## src/hw/rtl/fsbm_pkg.sv

```systemverilog
package fsbm_pkg;

    localparam int NUM_ENTRIES = 32;
    localparam int ENTRY_BITS  = 5;
    localparam int OFFSET_BITS = 40;
    localparam int LEN_BITS    = 16;
    localparam int BUF_BITS    = 22;
    localparam int BUDGET_BITS = 32;
    localparam int MAX_EVICT   = 32;
    localparam int EV_BITS     = $clog2(MAX_EVICT + 1);
    localparam int REC_BITS    = $clog2(MAX_EVICT);
    localparam int QDEPTH      = 4;
    localparam int QBITS       = $clog2(QDEPTH);

    localparam logic [2:0] FUNC_REGISTER   = 3'd0;
    localparam logic [2:0] FUNC_SPILL      = 3'd1;
    localparam logic [2:0] FUNC_FETCH      = 3'd2;
    localparam logic [2:0] FUNC_WRITE_BACK = 3'd3;
    localparam logic [2:0] FUNC_DROP_BUF   = 3'd4;
    localparam logic [2:0] FUNC_DROP_FILE  = 3'd5;
    localparam logic [2:0] FUNC_QUERY      = 3'd6;

    localparam logic [2:0] CMD_NONE       = 3'd0;
    localparam logic [2:0] CMD_WRITE_FREE = 3'd1;
    localparam logic [2:0] CMD_FREE_BUF   = 3'd2;
    localparam logic [2:0] CMD_READ       = 3'd3;
    localparam logic [2:0] CMD_WRITE_KEEP = 3'd4;

    localparam logic [1:0] ERR_OK         = 2'd0;
    localparam logic [1:0] ERR_BAD_STATUS = 2'd1;
    localparam logic [1:0] ERR_NO_ROOM    = 2'd2;
    localparam logic [1:0] ERR_STORE_FULL = 2'd3;

    localparam logic [1:0] ST_INVALID = 2'd0;
    localparam logic [1:0] ST_BUF     = 2'd1;
    localparam logic [1:0] ST_STORE   = 2'd2;
    localparam logic [1:0] ST_BOTH    = 2'd3;

    typedef enum logic [2:0] {
        OP_REGISTER,
        OP_SPILL,
        OP_FETCH,
        OP_WRITE_BACK,
        OP_DROP_BUF,
        OP_DROP_FILE,
        OP_QUERY
    } op_t;

    typedef enum logic [2:0] {
        S_IDLE,
        S_DECODE,
        S_EVICT,
        S_REMOVE,
        S_APPEND1,
        S_APPEND2,
        S_FINISH,
        S_DRAIN
    } seq_t;

    typedef struct packed {
        op_t                   op;
        logic                  ok;
        logic [ENTRY_BITS-1:0] entry;
        logic [LEN_BITS-1:0]   length;
    } req_t;

    typedef struct packed {
        logic [2:0]             cmd;
        logic [ENTRY_BITS-1:0]  entry;
        logic [OFFSET_BITS-1:0] offset;
        logic [LEN_BITS-1:0]    length;
    } rec_t;

    function automatic logic [ENTRY_BITS-1:0] idx(input logic [ENTRY_BITS-1:0] x);
        return (32'(x) < NUM_ENTRIES) ? x : '0;
    endfunction

endpackage

```

## src/hw/rtl/fsbm_back.sv

```systemverilog
module fsbm_back import fsbm_pkg::*;
(
    input  logic                   clk,
    input  logic                   rst_n,
    input  logic [BUDGET_BITS-1:0] budget,
    input  logic                   req_valid,
    input  req_t                   req,
    output logic                   req_take,
    output logic                   empty,
    input  logic                   pop,
    output logic [2:0]             command,
    output logic [ENTRY_BITS-1:0]  command_entry,
    output logic [OFFSET_BITS-1:0] command_offset,
    output logic [LEN_BITS-1:0]    command_length,
    output logic                   in_buffer,
    output logic                   in_store,
    output logic                   must_store,
    output logic [1:0]             error,
    output logic                   last
);

    seq_t state_reg, state_next, ret_reg, ret_next;
    op_t  op_reg, op_next;
    logic ok_reg, ok_next;
    logic [ENTRY_BITS-1:0]  e_reg, e_next, x_reg, x_next;
    logic [LEN_BITS-1:0]    len_reg, len_next, fl_len_reg, fl_len_next;
    logic [OFFSET_BITS-1:0] fl_off_reg, fl_off_next;
    logic                   must_reg, must_next;
    logic [1:0]             err_reg, err_next;
    rec_t                   fin_reg, fin_next;
    logic [EV_BITS-1:0]     ev_reg, ev_next, rd_reg, rd_next;
    logic                   fb_reg, fb_next, fs_reg, fs_next;
    logic [ENTRY_BITS-1:0]  head_reg, head_next;
    logic                   nonempty_reg, nonempty_next;
    logic [BUF_BITS-1:0]    buffered_reg, buffered_next;
    logic [OFFSET_BITS-1:0] store_end_reg, store_end_next;

    logic [1:0]             status_reg [NUM_ENTRIES];
    logic [LEN_BITS-1:0]    length_reg [NUM_ENTRIES];
    logic [OFFSET_BITS-1:0] offset_reg [NUM_ENTRIES];
    logic [ENTRY_BITS-1:0]  next_reg   [NUM_ENTRIES];
    logic [ENTRY_BITS-1:0]  prev_reg   [NUM_ENTRIES];
    rec_t                   rec_reg    [MAX_EVICT];

    logic                   out_full_reg, out_full_next;
    rec_t                   out_rec_reg, out_rec_next;
    logic                   out_fb_reg, out_fb_next, out_fs_reg, out_fs_next;
    logic                   out_must_reg, out_must_next;
    logic [1:0]             out_err_reg, out_err_next;
    logic                   out_last_reg, out_last_next;

    // table write ports, one per table and cycle
    logic st_we, ln_we, of_we, nx_we, pv_we, rc_we;
    logic [ENTRY_BITS-1:0]  st_wa, ln_wa, of_wa, nx_wa, pv_wa, nx_wd, pv_wd;
    logic [1:0]             st_wd;
    logic [LEN_BITS-1:0]    ln_wd;
    logic [OFFSET_BITS-1:0] of_wd;
    logic [REC_BITS-1:0]    rc_wa;
    rec_t                   rc_wd;

    // shared read address and reads
    logic [ENTRY_BITS-1:0]  ra;
    logic [1:0]             s_rd;
    logic [LEN_BITS-1:0]    l_rd;
    logic [OFFSET_BITS-1:0] o_rd;
    logic [ENTRY_BITS-1:0]  n_rd, p_rd;

    logic [LEN_BITS-1:0]    chk_len, fit_len, sub_len;
    logic                   over_budget;
    logic [OFFSET_BITS:0]   store_sum;
    logic                   fits;
    logic [BUF_BITS-1:0]    buf_sub;
    logic                   out_load;

    assign s_rd = status_reg[ra];
    assign l_rd = length_reg[ra];
    assign o_rd = offset_reg[ra];
    assign n_rd = idx(next_reg[ra]);
    assign p_rd = idx(prev_reg[ra]);

    assign over_budget = (33'(buffered_reg) + 33'(chk_len)) > 33'(budget);
    assign store_sum   = (OFFSET_BITS+1)'(store_end_reg) + (OFFSET_BITS+1)'(fit_len);
    assign fits        = !store_sum[OFFSET_BITS];
    assign buf_sub     = (buffered_reg >= BUF_BITS'(sub_len)) ?
                         buffered_reg - BUF_BITS'(sub_len) : '0;
    assign out_load    = !out_full_reg || pop;
    assign req_take    = (state_reg == S_IDLE) && req_valid;

    always_comb
    begin
        state_next     = state_reg;
        ret_next       = ret_reg;
        op_next        = op_reg;
        ok_next        = ok_reg;
        e_next         = e_reg;
        x_next         = x_reg;
        len_next       = len_reg;
        fl_len_next    = fl_len_reg;
        fl_off_next    = fl_off_reg;
        must_next      = must_reg;
        err_next       = err_reg;
        fin_next       = fin_reg;
        ev_next        = ev_reg;
        rd_next        = rd_reg;
        fb_next        = fb_reg;
        fs_next        = fs_reg;
        head_next      = head_reg;
        nonempty_next  = nonempty_reg;
        buffered_next  = buffered_reg;
        store_end_next = store_end_reg;
        out_full_next  = out_full_reg && !pop;
        out_rec_next   = out_rec_reg;
        out_fb_next    = out_fb_reg;
        out_fs_next    = out_fs_reg;
        out_must_next  = out_must_reg;
        out_err_next   = out_err_reg;
        out_last_next  = out_last_reg;
        st_we = 1'b0; st_wa = e_reg; st_wd = ST_INVALID;
        ln_we = 1'b0; ln_wa = e_reg; ln_wd = len_reg;
        of_we = 1'b0; of_wa = e_reg; of_wd = store_end_reg;
        nx_we = 1'b0; nx_wa = x_reg; nx_wd = x_reg;
        pv_we = 1'b0; pv_wa = x_reg; pv_wd = x_reg;
        rc_we = 1'b0; rc_wa = ev_reg[REC_BITS-1:0]; rc_wd = '0;
        ra      = e_reg;
        chk_len = len_reg;
        fit_len = len_reg;
        sub_len = len_reg;

        unique case (state_reg)
            S_IDLE:
            begin
                if (req_valid)
                begin
                    op_next    = req.op;
                    ok_next    = req.ok;
                    e_next     = req.entry;
                    len_next   = req.length;
                    state_next = S_DECODE;
                end
            end

            S_DECODE:
            begin
                must_next  = over_budget;
                err_next   = ERR_OK;
                fin_next   = '0;
                ev_next    = '0;
                x_next     = e_reg;
                ret_next   = S_FINISH;
                state_next = S_FINISH;
                if (!ok_reg)
                begin
                    err_next = ERR_BAD_STATUS;
                end
                else
                begin
                    unique case (op_reg)
                        OP_REGISTER:
                        begin
                            if (s_rd != ST_INVALID)
                            begin
                                err_next = ERR_BAD_STATUS;
                            end
                            else
                            begin
                                ln_we = 1'b1;
                                buffered_next = buffered_reg + BUF_BITS'(len_reg);
                                st_we = 1'b1; st_wd = ST_BUF;
                                state_next = S_APPEND1;
                            end
                        end
                        OP_SPILL:
                        begin
                            fit_len = (s_rd == ST_BUF) ? l_rd : len_reg;
                            sub_len = l_rd;
                            if (s_rd != ST_INVALID && s_rd != ST_BUF)
                            begin
                                err_next = ERR_BAD_STATUS;
                            end
                            else if (!fits)
                            begin
                                err_next = ERR_STORE_FULL;
                            end
                            else
                            begin
                                ln_we = 1'b1; ln_wd = fit_len;
                                of_we = 1'b1;
                                store_end_next = store_sum[OFFSET_BITS-1:0];
                                st_we = 1'b1; st_wd = ST_STORE;
                                fin_next.cmd    = CMD_WRITE_FREE;
                                fin_next.entry  = e_reg;
                                fin_next.offset = store_end_reg;
                                fin_next.length = fit_len;
                                if (s_rd == ST_BUF)
                                begin
                                    buffered_next = buf_sub;
                                    state_next    = S_REMOVE;
                                end
                            end
                        end
                        OP_FETCH:
                        begin
                            if (s_rd != ST_STORE)
                            begin
                                err_next = ERR_BAD_STATUS;
                            end
                            else if (32'(l_rd) > budget)
                            begin
                                err_next = ERR_NO_ROOM;
                            end
                            else
                            begin
                                fl_len_next = l_rd;
                                fl_off_next = o_rd;
                                state_next  = S_EVICT;
                            end
                        end
                        OP_WRITE_BACK:
                        begin
                            if (s_rd == ST_BOTH)
                            begin
                                fin_next.cmd    = CMD_WRITE_KEEP;
                                fin_next.entry  = e_reg;
                                fin_next.offset = o_rd;
                                fin_next.length = l_rd;
                            end
                        end
                        OP_DROP_BUF:
                        begin
                            sub_len = l_rd;
                            if (s_rd != ST_BUF && s_rd != ST_BOTH)
                            begin
                                err_next = ERR_BAD_STATUS;
                            end
                            else
                            begin
                                buffered_next = buf_sub;
                                st_we = 1'b1;
                                st_wd = (s_rd == ST_BOTH) ? ST_STORE : ST_INVALID;
                                fin_next.cmd    = CMD_FREE_BUF;
                                fin_next.entry  = e_reg;
                                fin_next.length = l_rd;
                                state_next = S_REMOVE;
                            end
                        end
                        OP_DROP_FILE:
                        begin
                            if (s_rd != ST_STORE)
                            begin
                                err_next = ERR_BAD_STATUS;
                            end
                            else
                            begin
                                st_we = 1'b1; st_wd = ST_INVALID;
                            end
                        end
                        default:
                        begin
                        end
                    endcase
                end
            end

            S_EVICT:
            begin
                ra      = head_reg;
                chk_len = fl_len_reg;
                fit_len = l_rd;
                sub_len = l_rd;
                x_next  = head_reg;
                if (!over_budget)
                begin
                    buffered_next = buffered_reg + BUF_BITS'(fl_len_reg);
                    st_we = 1'b1; st_wd = ST_BOTH;
                    fin_next.cmd    = CMD_READ;
                    fin_next.entry  = e_reg;
                    fin_next.offset = fl_off_reg;
                    fin_next.length = fl_len_reg;
                    x_next     = e_reg;
                    ret_next   = S_FINISH;
                    state_next = S_APPEND1;
                end
                else if (!nonempty_reg || ev_reg >= EV_BITS'(MAX_EVICT))
                begin
                    err_next   = ERR_NO_ROOM;
                    state_next = S_FINISH;
                end
                else if (s_rd == ST_BUF && !fits)
                begin
                    err_next   = ERR_STORE_FULL;
                    state_next = S_FINISH;
                end
                else
                begin
                    // evict the oldest unit: spill it if it has no store copy
                    buffered_next = buf_sub;
                    st_we = 1'b1; st_wa = head_reg; st_wd = ST_STORE;
                    rc_we = 1'b1;
                    rc_wd.entry  = head_reg;
                    rc_wd.length = l_rd;
                    if (s_rd == ST_BUF)
                    begin
                        of_we = 1'b1; of_wa = head_reg;
                        store_end_next = store_sum[OFFSET_BITS-1:0];
                        rc_wd.cmd    = CMD_WRITE_FREE;
                        rc_wd.offset = store_end_reg;
                    end
                    else
                    begin
                        rc_wd.cmd = CMD_FREE_BUF;
                    end
                    ev_next    = ev_reg + 1'b1;
                    ret_next   = S_EVICT;
                    state_next = S_REMOVE;
                end
            end

            S_REMOVE:
            begin
                ra = x_reg;
                if (p_rd == x_reg)
                begin
                    nonempty_next = 1'b0;
                    head_next     = '0;
                end
                else
                begin
                    nx_we = 1'b1; nx_wa = p_rd; nx_wd = n_rd;
                    pv_we = 1'b1; pv_wa = n_rd; pv_wd = p_rd;
                    if (head_reg == x_reg)
                    begin
                        head_next = n_rd;
                    end
                end
                state_next = ret_reg;
            end

            S_APPEND1:
            begin
                ra = head_reg;
                if (!nonempty_reg)
                begin
                    head_next     = x_reg;
                    nonempty_next = 1'b1;
                    nx_we = 1'b1;
                    pv_we = 1'b1;
                    state_next = ret_reg;
                end
                else
                begin
                    pv_we = 1'b1; pv_wd = p_rd;
                    nx_we = 1'b1; nx_wa = p_rd;
                    state_next = S_APPEND2;
                end
            end

            S_APPEND2:
            begin
                nx_we = 1'b1; nx_wd = head_reg;
                pv_we = 1'b1; pv_wa = head_reg;
                state_next = ret_reg;
            end

            S_FINISH:
            begin
                fb_next    = ok_reg && s_rd[0];
                fs_next    = ok_reg && s_rd[1];
                rd_next    = '0;
                state_next = S_DRAIN;
            end

            S_DRAIN:
            begin
                if (out_load)
                begin
                    out_full_next = 1'b1;
                    out_fb_next   = fb_reg;
                    out_fs_next   = fs_reg;
                    out_must_next = must_reg;
                    out_err_next  = err_reg;
                    if (rd_reg < ev_reg)
                    begin
                        out_rec_next  = rec_reg[rd_reg[REC_BITS-1:0]];
                        out_last_next = 1'b0;
                        rd_next       = rd_reg + 1'b1;
                    end
                    else
                    begin
                        out_rec_next  = fin_reg;
                        out_last_next = 1'b1;
                        state_next    = S_IDLE;
                    end
                end
            end

            default:
            begin
                state_next = S_IDLE;
            end
        endcase
    end

    always_ff @(posedge clk or negedge rst_n)
    begin
        if (!rst_n)
        begin
            state_reg     <= S_IDLE;
            ret_reg       <= S_FINISH;
            head_reg      <= '0;
            nonempty_reg  <= 1'b0;
            buffered_reg  <= '0;
            store_end_reg <= '0;
            out_full_reg  <= 1'b0;
            for (int i = 0; i < NUM_ENTRIES; i++)
            begin
                status_reg[i] <= ST_INVALID;
            end
        end
        else
        begin
            state_reg     <= state_next;
            ret_reg       <= ret_next;
            head_reg      <= head_next;
            nonempty_reg  <= nonempty_next;
            buffered_reg  <= buffered_next;
            store_end_reg <= store_end_next;
            out_full_reg  <= out_full_next;
            if (st_we)
            begin
                status_reg[st_wa] <= st_wd;
            end
        end
    end

    always_ff @(posedge clk)
    begin
        op_reg       <= op_next;
        ok_reg       <= ok_next;
        e_reg        <= e_next;
        x_reg        <= x_next;
        len_reg      <= len_next;
        fl_len_reg   <= fl_len_next;
        fl_off_reg   <= fl_off_next;
        must_reg     <= must_next;
        err_reg      <= err_next;
        fin_reg      <= fin_next;
        ev_reg       <= ev_next;
        rd_reg       <= rd_next;
        fb_reg       <= fb_next;
        fs_reg       <= fs_next;
        out_rec_reg  <= out_rec_next;
        out_fb_reg   <= out_fb_next;
        out_fs_reg   <= out_fs_next;
        out_must_reg <= out_must_next;
        out_err_reg  <= out_err_next;
        out_last_reg <= out_last_next;
        if (ln_we)
        begin
            length_reg[ln_wa] <= ln_wd;
        end
        if (of_we)
        begin
            offset_reg[of_wa] <= of_wd;
        end
        if (nx_we)
        begin
            next_reg[nx_wa] <= nx_wd;
        end
        if (pv_we)
        begin
            prev_reg[pv_wa] <= pv_wd;
        end
        if (rc_we)
        begin
            rec_reg[rc_wa] <= rc_wd;
        end
    end

    assign empty          = !out_full_reg;
    assign command        = out_rec_reg.cmd;
    assign command_entry  = out_rec_reg.entry;
    assign command_offset = out_rec_reg.offset;
    assign command_length = out_rec_reg.length;
    assign in_buffer      = out_fb_reg;
    assign in_store       = out_fs_reg;
    assign must_store     = out_must_reg;
    assign error          = out_err_reg;
    assign last           = out_last_reg;

endmodule

```

## config.mk

```make
export PLATFORM = sky130hd
export DESIGN_NAME = fsbm_back
export DESIGN_NICKNAME = d
export VERILOG_FILES = /design/src/hw/rtl/fsbm_pkg.sv /design/src/hw/rtl/fsbm_back.sv
export SDC_FILE = /design/constraint.sdc
export NUM_CORES = 2
export LEC_CHECK = 0
export ABC_CLOCK_PERIOD_IN_PS = 22000
export BUFFER_PORTS_ARGS = -buffer_cell sky130_fd_sc_hd__buf_4
export CORE_AREA = 3 3 645 647
export CTS_BUF_LIST = sky130_fd_sc_hd__clkbuf_16
export CTS_CLUSTER_DIAMETER = 150
export DETAILED_ROUTE_END_ITERATION = 8
export DIE_AREA = 0 0 648 650
export RECOVER_POWER = 25
export SYNTH_ARGS = -nofsm -noshare
export SYNTH_HDL_FRONTEND = slang
export SYNTH_MEMORY_MAX_BITS = 65536
export SYNTH_SLANG_ARGS = --single-unit
```

## constraint.sdc

```tcl
create_clock -name clk -period 22 [get_ports clk]
set_clock_uncertainty 0.05 [all_clocks]
set_input_delay 2.2 -clock clk [delete_from_list [all_inputs] [get_ports clk]]
set_output_delay 2.2 -clock clk [all_outputs]
set_load 0.05 [all_outputs]
```

Word level (Yosys, flattened, before mapping)
Memories as Yosys holds them, arrays and structs flattened. A register that Yosys moved wholly into a read port is not among the register bits.
Cells that the tools add are included.
{"block": "word_totals", "reg_bits": 376, "latchBits": 0, "ram_bits": 4128, "mem_bits_ro": 0, "in_bits": 61, "out_inout_bits": 72, "word_cells": 339, "memories": 5}
{"block": "classes", "n_addsub": 7, "multipliers": 0, "n_div": 0, "n_lt_le_gt_ge": 8, "eq_ne": 44, "shifts": 0, "mux": 170, "bitwise": 4, "reduce_logical": 36}
{"memory": "rec_reg", "words": 32, "word_bits": 63, "read_ports": 1, "rd_clocked_by_memory_dff": 1, "write_ports": 1, "line_no": "fsbm_back.sv:43", "rtl": "rec_t rec_reg [MAX_EVICT];"}
{"memory": "offset_reg", "words": 32, "word_bits": 40, "read_ports": 1, "rd_clocked_by_memory_dff": 0, "write_ports": 1, "line_no": "fsbm_back.sv:40", "rtl": "logic [OFFSET_BITS-1:0] offset_reg [NUM_ENTRIES];"}
{"memory": "length_reg", "words": 32, "word_bits": 16, "read_ports": 1, "rd_clocked_by_memory_dff": 0, "write_ports": 1, "line_no": "fsbm_back.sv:39", "rtl": "logic [LEN_BITS-1:0] length_reg [NUM_ENTRIES];"}
{"memory": "next_reg", "words": 32, "word_bits": 5, "read_ports": 1, "rd_clocked_by_memory_dff": 0, "write_ports": 1, "line_no": "fsbm_back.sv:41", "rtl": "logic [ENTRY_BITS-1:0] next_reg [NUM_ENTRIES];"}
{"memory": "prev_reg", "words": 32, "word_bits": 5, "read_ports": 1, "rd_clocked_by_memory_dff": 0, "write_ports": 1, "line_no": "fsbm_back.sv:42", "rtl": "logic [ENTRY_BITS-1:0] prev_reg [NUM_ENTRIES];"}
{"op": "$mux 40", "n": 9}
{"op": "$mux 64", "n": 4}
{"op": "$mux 63", "n": 4}
{"op": "$mux 22", "n": 10}
{"op": "$mux 16", "n": 12}
{"op": "$pmux 40 s2", "n": 2}
{"op": "$pmux 64 s2", "n": 1}
{"op": "$mux 62", "n": 2}
{"op": "$mux 5", "n": 17}
{"op": "$pmux 22 s3", "n": 1}
{"op": "$bwmux 64", "n": 1}
{"op": "$pmux 16 s2", "n": 2}
{"op": "$mux 3", "n": 17}
{"op": "$pmux 5 s2", "n": 5}
{"op": "$pmux 16 s3", "n": 1}
{"op": "$add 22x16->22", "n": 2}
{"op": "$pmux 22 s2", "n": 1}
{"op": "$mux 2", "n": 21}
{"op": "$add 40x16->41", "n": 1}
{"op": "$mux 1", "n": 36}
{"op": "$gt 16x32->1", "n": 1}
{"op": "$gt 23x32->1", "n": 1}
{"op": "$ne 2x2->1 const B", "n": 16}
{"op": "$mux 6", "n": 5}
{"op": "other kinds (43)", "n": 97}

Logic depth before layout (Yosys ltp)
{"block": "logic_depth", "depth_word": 24, "mapped_depth": 38}

Worst setup path before layout
No wires, ideal clock.
{"block": "synth_timing", "path_kind": "register -> register", "startpoint": "reg state_reg[0]", "endpoint": "reg fl_len_reg[0] (enable)", "setup_ns": 0.628, "arrival_ns": 10.532, "required_time_ns": 21.322, "path_slack_ns": 10.790, "path_stages_with_launch": 31, "n_path_buf": 9, "cell_sequence": "dfrtp_1 buf_2 nor2b_1 buf_2 nor3_1 a211oi_2 buf_4 buf_4 buf_4 buf_2 buf_2 buf_2 buf_2 nand2_1 a21oi_1 nor2_1 o211ai_1 nand3_1 o21ai_1 ha_1 nor2b_1 o21ai_0 nand2b_1 a21oi_1 nor2b_1 o21ai_0 nand2b_1 a21oi_1 nor2_1 o21ai_0 nor4b_1"}
{"block": "synth_via", "elab_cells_between_ends": 16}
{"item": "start, declared", "line_no": "fsbm_back.sv:22", "rtl": "seq_t state_reg, state_next, ret_reg, ret_next;"}
{"item": "start signal, assigned", "line_no": "fsbm_back.sv:421", "rtl": "state_reg <= state_next;"}
{"item": "$eq 3x3->1 / $eq 3x2->1 (equally long branches)", "line_no": "fsbm_back.sv:129", "rtl": "unique case (state_reg)"}
{"item": "$reduce_or 2->1 (no line)"}
{"item": "$pmux 5 s2 (*)", "line_no": "fsbm_back.sv:129"}
{"item": "$mem_v2 32x16 (*)"}
{"item": "net l_rd[1]", "line_no": "fsbm_back.sv:64", "rtl": "logic [LEN_BITS-1:0] l_rd;"}
{"item": "$gt 16x32->1 (*)", "line_no": "fsbm_back.sv:207", "rtl": "else if (32'(l_rd) > budget)"}
{"item": "$not 1->1 (no line) (*)"}
{"item": "$reduce_and 5->1 (no line) (*)"}
{"item": "end signal, assigned", "line_no": "fsbm_back.sv:442", "rtl": "fl_len_reg <= fl_len_next;"}
{"item": "end, declared", "line_no": "fsbm_back.sv:26", "rtl": "logic [LEN_BITS-1:0] len_reg, len_next, fl_len_reg, fl_len_next;"}
The timed path passes the listed nets; every way through them passes the cells marked *. The select of a mux whose other input is x is not followed.
A chain may end at the register's enable or synchronous reset.

==> results.ini <==
[global_routing]
overflow=0
grt_pass1_vias=105000
grt_max_degree=193
grtUsageTotal=0.235
antenna_found_initial=36
grt_first_pass_wirelength_mm=731

[run_status]
violations=capacitance limit, slew limit
status=complete, but fails checks

[floorplan]
core_region_area_mm2=0.410
fp.dieW_um=648
die_height_um=650
die-area_mm2=0.421
fp-row-count=235
io_pins=133
start_util=0.450

[clock_network]
post_cts_buffers=0
worstSkewPairLatency_ps=1020
htreeDepth=5
cts_hold_buf=0
cts_resized=0
clock-sinks=4507
cts-root-buf=clkbuf_16
cts_buffers=453
cts_buffer_depth=4
tritoncts=built
cts.clk_slew.worst_paths_ps=60

[final_layout]
drive_above_1_share=0.135
multiInputGateArea_mm2=0.0470
largest_reg_flops=2016
utilization=0.503
finalNetCount=12500
fill_cells=33700
register_area_mm2=0.135
syn_to_final_growth_pct=11.8

[power]
clkPwrFrac=0.254
power_frac_comb=0.395
ir_drop_mv=0.163
cellLeakagePower_nw=67.6
switching_power_mw=11.7
p_seq_frac=0.351
swShare=0.397
internal-power_mw=17.8
power.density_mw_per_mm2=143

[worst_setup_path]
worstPathArrival_ps=15950
cp_slowest_cell=clkbuf_1
crit_type=flop to flop
path_depth=23
path_cells=clkbuf_1 -> xnor2_1 -> nor3_1 -> a211o_1 -> buf_12 -> clkbuf_1 -> nand2_1 -> a21oi_1 -> nor2_1 -> o211ai_1 -> nand3_1 -> o21ai_1 -> clkbuf_1 -> mux2_2 -> ha_1 -> a21o_1 -> a21o_1 -> or4_1 -> o21a_1 -> a21o_1 -> nor3b_4 -> buf_4 -> and2_1
critPathMaxFanout=158
crit_path_end_kind=flop
critPathTopFamily=buffers and inverters
startpoint_type=flop
reg2reg_depth=23
cp_slowest_stage_delay_ps=2720
reg2reg_slack_ps=6620
worstPathRequired_ps=22570
cp_num_buf_inv=5

[synth]
ys_ff_latch=4507
yosys.area_share.xor_xnor=0.00522
async_flop_share=0.0304
syn_nets=12300
synth_top_family_by_area=simple AND/OR/NAND/NOR gates
syn_area_mm2=0.184
post_synth_num_cell_types=103
ys_seq_area_frac=0.730
avgSynthCellArea_um2=15.2
synthMuxAreaShare=0.0879
synthAdderAreaFrac=0.00930
ys.flop_type=edfxtp_1
yosys_warnings=0
synth_compound_area_frac=0.0483
yosysTopAreaCell=edfxtp_1
synthCells=12100
synthTopCellsByCount=4365 x edfxtp_1, 2293 x nand2_1, 943 x nand3_1
synth_edf_count=4365
yosys.area_share.simple=0.101
synth.top_cell.area_share=0.711
synth.most_common_cell=edfxtp_1
synth_area_leaders=edfxtp_1 71%, mux4_2 7.7%, nand2_1 4.7%

[place]
place_hpwl_mm=291
dp_slack_ps=10250
gp_congestion=0.882
port_buffers=132

[sta]
period_share=0.699
hold_viol_final=0
post-route-min-period_ps=15380
drv_slew=3100
fin_ws_ps=6620
fin_tns_setup_ps=0
fmax_mhz=65.0
hold_slack_ps=375
setup_viol=0
max_slew_margin=-4.11
tightest_slew_ps=7670
rsz0062_at_grt=false

[drt]
vias=108000
routedWlPerCell_um=27.9
drc_errors=0
vias_per_cell=5.95
wl_mm=506
detail-route-antenna-nets=0
first_iter_violations=13500
dr.pass1.iters=8

[hold_path]
hold_class=flop to flop
holdPathStages=0

[flow_run]
maxCapViolations=72

[layout make-up]
| class | instances | share of cell area |
|---|---|---|
| Antenna cell | 19 | 0.000231 |
| Sequential cell | 4507 | 0.653 |
| Inverter | 93 | 0.00169 |
| Clock inverter | 372 | 0.0141 |
| Tap cell | 5451 | 0.0331 |
| Timing Repair Buffer | 447 | 0.0139 |
| Multi-Input combinational cell | 6772 | 0.228 |
| Clock buffer | 461 | 0.0559 |
[final timing paths]
check,startpoint,to
min,err_reg[0],error[0]
min in group asynchronous,rst_n,head_reg[4]
max in group asynchronous,rst_n,of_wd[10]
max reg2reg,state_reg[1],rec_reg[31][20]
max,state_reg[1],rec_reg[31][20]
min reg2reg,err_reg[0],error[0]
[power groups by stage]
stage / combinational [mW] / sequential (mW) / clock [mW]
after floorplan: 6.82 / 10.5 / 0
after global placement: 11.4 / 10.5 / 0
after detailed placement: 11.6 / 10.5 / 0
after CTS: 11.6 / 10.3 / 7.61
after global routing: 12.5 / 10.4 / 7.95
final: 11.6 / 10.3 / 7.49
[cell usage in the layout, fill, tap and decap left out, types with 52 or more instances in the layout]
cell type / synthesis / routed
edfxtp_1: 4365 / 4365
nand2_1: 2293 / 2292
nand3_1: 943 / 941
mux4_2: 630 / 630
a21oi_1: 507 / 504
nor2_1: 543 / 477
clkbuf_16: 0 / 461
o21ai_0: 268 / 268
buf_4: 21 / 250
inv_1: 93 / 191
clkbuf_1: 427 / 170
mux2i_1: 152 / 152
dfrtp_1: 136 / 136
and3_1: 132 / 132
a31oi_1: 129 / 129
ha_1: 129 / 129
o211ai_1: 109 / 110
clkinv_1: 0 / 105
and2_1: 81 / 78
xnor2_1: 76 / 76
clkinv_2: 0 / 76
nor3_1: 71 / 67
nor2_4: 1 / 67
o22a_1: 67 / 67
a22oi_1: 61 / 58
nor2b_1: 53 / 52
[cells by family after synthesis]
group                      Yosys count
muxes                              827
xor gates and xnor gates           110
adders and majority gates          134
DFF                               4507
AOI/OAI and AO/OA                 1425
buffers and inverters              829
and+or+nand+nor                   4276
[routing by layer]
metal,track usage,routed length (µm),vias to the layer above
met5,0,38,-
met4,0.0658,14800,6
met3,0.0419,45000,755
met2,0.374,239000,4895
met1,0.334,206000,55600
li1,-,-,46600
[worst register-to-register path: cells and delay by family, from the launching register on]
| kind | cells | cell delay, ps |
|---|---|---|
| flops | 1 | 540 |
| fa+ha+maj | 1 | 280 |
| xor+xnor | 1 | 210 |
| buf+inv | 5 | 6160 |
| mux | 1 | 370 |
| compound gates | 8 | 4120 |
| simple gates | 7 | 3240 |
[through the flow]
step                      cell area, µm²  instances  power, mW
after detailed placement          192000      17300       22.0
final                             206000      18100       29.5
after global routing              206000      18100       30.9
after CTS                         207000      18100       29.5
after global placement            192000      17300       21.9
after floorplan                   184000      12100       17.4
No activity file was read; power rests on OpenSTA's default activity.
